==> src/hw/rtl/tsfd_pkg.sv <==
// Shared types and constants for the touch sample queue.
// Used by tsfd_ctrl, tsfd_dp and touch_sample_fifo_dedup; no dependencies.
package tsfd_pkg;

    localparam int QUEUE_DEPTH_DEF = 64;
    localparam int LVL_W           = 7;
    localparam logic [15:0] PEN_THRESH_RST = 16'd9000;

    localparam logic OP_PUSH = 1'b0;
    localparam logic OP_POP  = 1'b1;

    typedef struct packed {
        logic        op;
        logic [15:0] pos_x;
        logic [15:0] pos_y;
        logic [15:0] press;
        logic [47:0] stamp;
    } touch_in_t;

    typedef struct packed {
        logic             done_flag;
        logic [15:0]      out_x;
        logic [15:0]      out_y;
        logic [15:0]      out_press;
        logic [47:0]      out_stamp;
        logic [LVL_W-1:0] fill_level;
    } touch_out_t;

    typedef struct packed {
        logic [15:0] x;
        logic [15:0] y;
        logic [15:0] p;
        logic [47:0] t;
    } ring_entry_t;

    typedef enum logic [1:0] {
        ST_IDLE,
        ST_READ,
        ST_EXEC
    } ctrl_state_t;

    typedef struct packed {
        logic load;
        logic commit;
    } ctrl_cmd_t;

endpackage

==> src/hw/rtl/tsfd_ctrl.sv <==
// Controller for the touch sample queue: sequences accept, ring read and commit.
// Depends on tsfd_pkg.
module tsfd_ctrl (
    input  logic                aclk,
    input  logic                aresetn,
    input  logic                s_valid,
    output logic                s_ready,
    output logic                m_valid,
    input  logic                m_ready,
    output tsfd_pkg::ctrl_cmd_t cmd
);

    tsfd_pkg::ctrl_state_t state_reg, state_next;
    logic                  m_valid_reg, m_valid_next;
    logic                  slot_free;

    assign slot_free = !m_valid_reg || m_ready;

    always_comb begin
        state_next = state_reg;
        unique case (state_reg)
            tsfd_pkg::ST_IDLE: begin
                if (s_valid) begin
                    state_next = tsfd_pkg::ST_READ;
                end
            end
            tsfd_pkg::ST_READ: begin
                state_next = tsfd_pkg::ST_EXEC;
            end
            tsfd_pkg::ST_EXEC: begin
                if (slot_free) begin
                    state_next = tsfd_pkg::ST_IDLE;
                end
            end
            default: begin
                state_next = tsfd_pkg::ST_IDLE;
            end
        endcase
    end

    always_comb begin
        s_ready    = 1'b0;
        cmd.load   = 1'b0;
        cmd.commit = 1'b0;
        unique case (state_reg)
            tsfd_pkg::ST_IDLE: begin
                s_ready  = 1'b1;
                cmd.load = s_valid;
            end
            tsfd_pkg::ST_READ: begin
            end
            tsfd_pkg::ST_EXEC: begin
                cmd.commit = slot_free;
            end
            default: begin
            end
        endcase
    end

    always_comb begin
        m_valid_next = m_valid_reg;
        if (cmd.commit) begin
            m_valid_next = 1'b1;
        end else if (m_ready) begin
            m_valid_next = 1'b0;
        end
    end

    assign m_valid = m_valid_reg;

    always_ff @(posedge aclk) begin
        if (!aresetn) begin
            state_reg   <= tsfd_pkg::ST_IDLE;
            m_valid_reg <= 1'b0;
        end else begin
            state_reg   <= state_next;
            m_valid_reg <= m_valid_next;
        end
    end

endmodule

==> config.mk <==
export PLATFORM = sky130hd
export DESIGN_NAME = tsfd_ctrl
export DESIGN_NICKNAME = d
export VERILOG_FILES = /design/src/hw/rtl/tsfd_pkg.sv /design/src/hw/rtl/tsfd_ctrl.sv
export SDC_FILE = /design/constraint.sdc
export NUM_CORES = 1
export LEC_CHECK = 0
export BUFFER_PORTS_ARGS = -buffer_cell sky130_fd_sc_hd__buf_2
export CAP_MARGIN = 20
export CORE_AREA = 2 2 39 41
export DETAILED_ROUTE_END_ITERATION = 7
export DIE_AREA = 0 0 41 43
export GPL_TIMING_DRIVEN = 1
export HOLD_SLACK_MARGIN = 0.06
export SLEW_MARGIN = 25
export SYNTH_ARGS = -nofsm -noshare
export SYNTH_HDL_FRONTEND = slang
export SYNTH_SLANG_ARGS = --single-unit
==> constraint.sdc <==
create_clock -name aclk -period 2.2 [get_ports aclk]
set_input_delay 0.22 -clock aclk [delete_from_list [all_inputs] [get_ports aclk]]
set_output_delay 0.22 -clock aclk [all_outputs]
set_load 0.02 [all_outputs]
==> metrics.txt, run 1 <==
outcome finished, final reports clean; Slew @ Worst Pin 169 ps; H-Tree Depth 1; Final Core Density roughly 16%; Initial Util 10.3%; sequential element share of the synthesized area 42.1%; Setup TNS Final 0 ps; DRT iter0 DRCs 0; P&R area growth vs syn 51.8%; synth top area cells dfxtp_1 42%, and4bb_1 8.8%, nand2b_1 8.8%, nor2b_1 8.8%, nor3b_2 8.8%; Worst Reg-to-Reg Cells 2; adder-cell share of the synthesized area 0%; flop-to-flop setup slack about 1300 ps; Critical-path top delay cell dfxtp_1; crit-path max FO 5; clk slew on worst S/H paths about 40 ps; pin count of the biggest net entering global routing 6; Mapped Cells 14; VDD IR max 0.0997 mV; Post-Syn Area 143 um^2; Min-Delay Endpoint state_reg[1]$_SDFFE_PN0P_; Final Hold Viols 0; max_cap viols 0; clk buf depth 2; Hold Path Depth 2; fmax 0.824 GHz; post-synthesis mux area share 0%; CTS root buffer clkbuf_4; Max Slew Vio Count 0; Post-Synth Simple-Gate Area 42.1%; Syn Nets 18; max_slew headroom 88.7%; drt pass-1 iters 1; Top FF cell, synth dfxtp_1; Tmin final between 1000 and 1500 ps; Synth Register Bits 3; GPL Wtd Cong around 0.42; Nets 29; PwrDens 817 nW/um^2; Total GRT Usage 5.02%; Std-Cell Core Area 1380 um^2; crit share post-route 55.1%; P_leak a little under 0.1 nW; Netlist cell types 10; Synth Area in XOR/XNOR 0%; Post-synth EDFFs 0; vias per std cell 3.28; area share of the largest cell type after synthesis 42.1%; vias in the first global route 106; Filler cells 159; boundary pin count 8; Crit Path Category reg2out; CTS tree yes; Die Footprint 1760 um^2; Die W 41 um; Worst setup SP type register; first-pass GRT wire length ~410 um; n_diodes 0; clk sinks 3; number of post-CTS setup repair buffers 0; hold crit path type in2reg; count leader, synth dfxtp_1; CP Data Required Time between 1500 and 2000 ps; Residual DRC 0; complex-gate fraction of the synthesized area between 10% and 20%; largest area contributor in the netlist dfxtp_1; RSZ-0062 raised after global routing no; post-route ant nets 0; clock skew after layout 1.78 ps; Synth top cells by count 3 x dfxtp_1, 2 x nand2b_1, 2 x nor2b_1; Critical Path Start state_reg[0]$_SDFFE_PN0P_; worst reg2reg path startpoint state_reg[0]$_SDFFE_PN0P_; Final Setup Violations 0; critical path capture point type output port; drt total wl 282 um; Warnings, synthesis 0; gr ovfl total 0; total clock buffers created by CTS 3; share of layout cells above drive strength 1 roughly 46%; Die Ht 43 um; Post-synth ARST share 0%; Mean Syn Cell Area 10.2 um^2; initial antenna violation count 0; Vias 131; Critical Path Max Stage Delay 330 ps; max reg flops 2; largest family of logic cells by synthesized area simple AND/OR/NAND/NOR gates; number of port buffers 7; worst-skew pair later-pin latency 230 ps; Worst Path Arrival 990 ps; FP Rows 14; hold buffers post-CTS 0; hold path startpoint aresetn; reg2reg end state_reg[1]$_SDFFE_PN0P_; CP cell instances nand2b_1, nor2b_1, buf_2; post-CTS resize count 0; Routed wire per std cell 7.05 um
report_power, final:
group          switching, mW  internal (mW)
sequential           0.00278         0.0573
combinational         0.0102        0.00966
clock                 0.0289         0.0680
total                 0.0419          0.135
worst max-delay path, delay by kind of cell, from the launching register on:
kind,cells,cell delay (ps)
buf+inv,1,160
flops,1,330
simple gates,2,260
layout make-up:
| type | count | area [um^2] | share of cell area (%) |
|---|---|---|---|
| repair buffers | 7 | 35.0 | 16.2 |
| flip-flops and latches | 3 | 60.1 | 27.7 |
| clock buffers | 4 | 26.3 | 12.1 |
| well taps | 16 | 20.0 | 9.25 |
| multi-input cells | 10 | 75.1 | 34.7 |
cells by family (layout without fill, tap and decap cells):
logic type             Yosys count  after routing
buffers and inverters            1             11
DFF                              3              3
AOI/OAI and AO/OA                2              2
and+or+nand+nor                  8              8
per-stage QoR:
stage	instances	total power, mW	hold WS (ps)	cell area [um^2]	setup slack [ps]
finish	40	0.177	213	216	987
global route	40	0.195	217	216	896
CTS	40	0.184	206	216	972
detailed placement	36	0.0812	455	190	1230
global placement	36	0.0809	459	190	1240
floorplan	14	0.0740	338	143	1200
how the worst max path moves through the flow:
stage / to / cells past startpoint
2_1_floorplan: cmd[0] / 3
3_3_place_gp: cmd[0] / 3
3_5_place_dp: cmd[0] / 3
4_1_cts: cmd[0] / 3
5_1_grt: cmd[0] / 3
6_report: cmd[0] / 3
placed cells by master (no fill, tap or decap):
cell type,count
buf_2,7
nor3b_2,1
o21a_1,1
dfxtp_1,3
clkbuf_1,1
clkbuf_4,3
and2_1,1
a21boi_0,1
nand2b_1,2
nor2_1,1
nor2b_1,2
and4bb_1,1
metal layers:
layer  share of wire, %  track usage, %  up-vias
li1                   -               -       68
met1                 36            2.56       52
met2                 38            4.69        9
met3                 20            7.85        2
met4                5.7            8.00        0
met5                  0               0        -
Note: power is estimated with default switching activity, not from simulation.
==> run 2: changes to the inputs <==
clock period = 1.2 ns   (was 2.2 ns; I/O delays follow)
==> run 2 against run 1 <==
  * Non-clock buffer count unchanged
  * Setup slack got worse by 900 ps
  * Clock-buffer cell count unchanged
  * Clock power increased by 80%
  * Power increased by 82%
  * Combinational power increased by 89%
  * Sequential cell count unchanged
  * Register-to-register slack got worse by 990 ps
  * Design area unchanged
  * Critical path depth unchanged
  * First-iteration DRC count increased by 1
==> metrics.txt, run 2 (synthesized netlist as in run 1, its figures left out) <==
outcome finished, final reports clean; hold buffers post-CTS 0 (unchanged); final worst slack 90.4 ps (-897 ps); max reg flops 2 (unchanged); Vias 126 (-3.8%); number of port buffers 7 (unchanged); Residual DRC 0 (unchanged); max_slew headroom 88.7% (about the same); Initial Util 10.3% (unchanged); post-route ant nets 0 (unchanged); Setup TNS Final 0 ps (unchanged); initial antenna violation count 0 (unchanged); critical path capture point type output port; clk buf depth 2 (unchanged); number of post-CTS setup repair buffers 0 (unchanged); gr ovfl total 0 (unchanged); H-Tree Depth 1 (unchanged); RSZ-0062 raised after global routing no; post-CTS resize count 0 (unchanged); total power 321 uW (+82%); P&R area growth vs syn 51.8% (unchanged); n_diodes 0 (unchanged); vias per std cell 3.15 (-3.8%); Final Core Density 15.6% (unchanged); max_cap viols 0 (unchanged); most common cell after layout, fill and taps aside buf_2; Crit Path Category reg2out; P_leak 0.0980 nW (unchanged); Final Hold Viols 0 (unchanged); drt pass-1 iters 2 (+1); crit share post-route 92.5%; Slew @ Worst Pin 170 ps (+1.03 ps); Worst Path Arrival 990 ps (about the same); CP Data Required Time 1080 ps (-900 ps); VDD IR max 0.205 mV (+110%); DRT iter0 DRCs 1 (+1); CTS tree yes; Max Slew Vio Count 0 (unchanged); Die W 41 um (unchanged); worst-skew pair later-pin latency 230 ps (about the same); share of layout cells above drive strength 1 45.8% (unchanged); drt total wl 315 um (+12%); most frequent cells in the layout 7 x buf_2, 3 x clkbuf_4, 3 x dfxtp_1; Final Setup Violations 0 (unchanged); PwrDens 1480 nW/um^2 (+82%); clk sinks 3 (unchanged); clock skew after layout 0.987 ps (-0.793 ps); CTS root buffer clkbuf_4; Tmin final 1110 ps; Filler cells 168 (+5.7%); pre-CTS setup slack 327 ps (-904 ps); Worst setup SP type register; hold crit path type in2reg; fmax roughly 0.90 GHz; Routed wire per std cell 7.88 um (+12%); Die Ht 43 um (unchanged); clk slew on worst S/H paths 40 ps (about the same); FP Rows 14 (unchanged); crit-path max FO 5 (unchanged); Std-Cell Core Area 1380 um^2 (unchanged); pin count of the biggest net entering global routing 6 (unchanged); Total GRT Usage 5.01% (-0.010 points); Die Footprint 1760 um^2 (unchanged); total clock buffers created by CTS 3 (unchanged); vias in the first global route 117 (+10%); GPL Wtd Cong 0.424 (+0.55%); boundary pin count 8 (unchanged); Nets 29 (unchanged); first-pass GRT wire length 441 um (+6.5%)
==> run 2: metal layers <==
metal	GRT usage [%]	part of all wire [%]	vias up
met5	0	0	-
met4	6.00	0	0
met3	6.28	15	0
met2	6.56	50	7
met1	2.55	35	51
li1	-	-	68
==> run 2: area by class of cell <==
type	count	area [um^2]	area share (%)
clock buffer	4	26.3	12.1
sequential	3	60.1	27.7
timing repair buffer	7	35.0	16.2
multi-input combinational	10	75.1	34.7
tap	16	20.0	9.25
==> run 2: critical path, cell delays in order, from the launching register on <==
cell,delay [ps]
dfxtp_1,330
nand2b_1,170
nor2b_1,100
buf_2,160
==> run 2: stage by stage <==
step / hold WS [ps] / std cells / instance area, um^2
2_1_floorplan: 238 / 14 / 143
3_3_place_gp: 366 / 36 / 190
3_5_place_dp: 366 / 36 / 190
4_1_cts: 122 / 40 / 216
5_1_grt: 135 / 40 / 216
6_report: 133 / 40 / 216
==> run 2: worst paths after layout <==
check | end | slack, ps | start | cells after the start
min | state_reg[1]$_SDFFE_PN0P_ | 130 | aresetn | 2
min reg2reg | m_valid$_SDFFE_PN0P_ | 520 | m_valid$_SDFFE_PN0P_ | 2
max reg2reg | state_reg[1]$_SDFFE_PN0P_ | 330 | state_reg[0]$_SDFFE_PN0P_ | 2
max | cmd[0] | 90 | state_reg[0]$_SDFFE_PN0P_ | 3
==> run 2: power by group <==
| group | switching [mW] | internal [mW] |
|---|---|---|
| Combinational | 0.0198 | 0.0177 |
| Clock | 0.0492 | 0.124 |
| Sequential | 0.00504 | 0.105 |
| Total | 0.0741 | 0.247 |
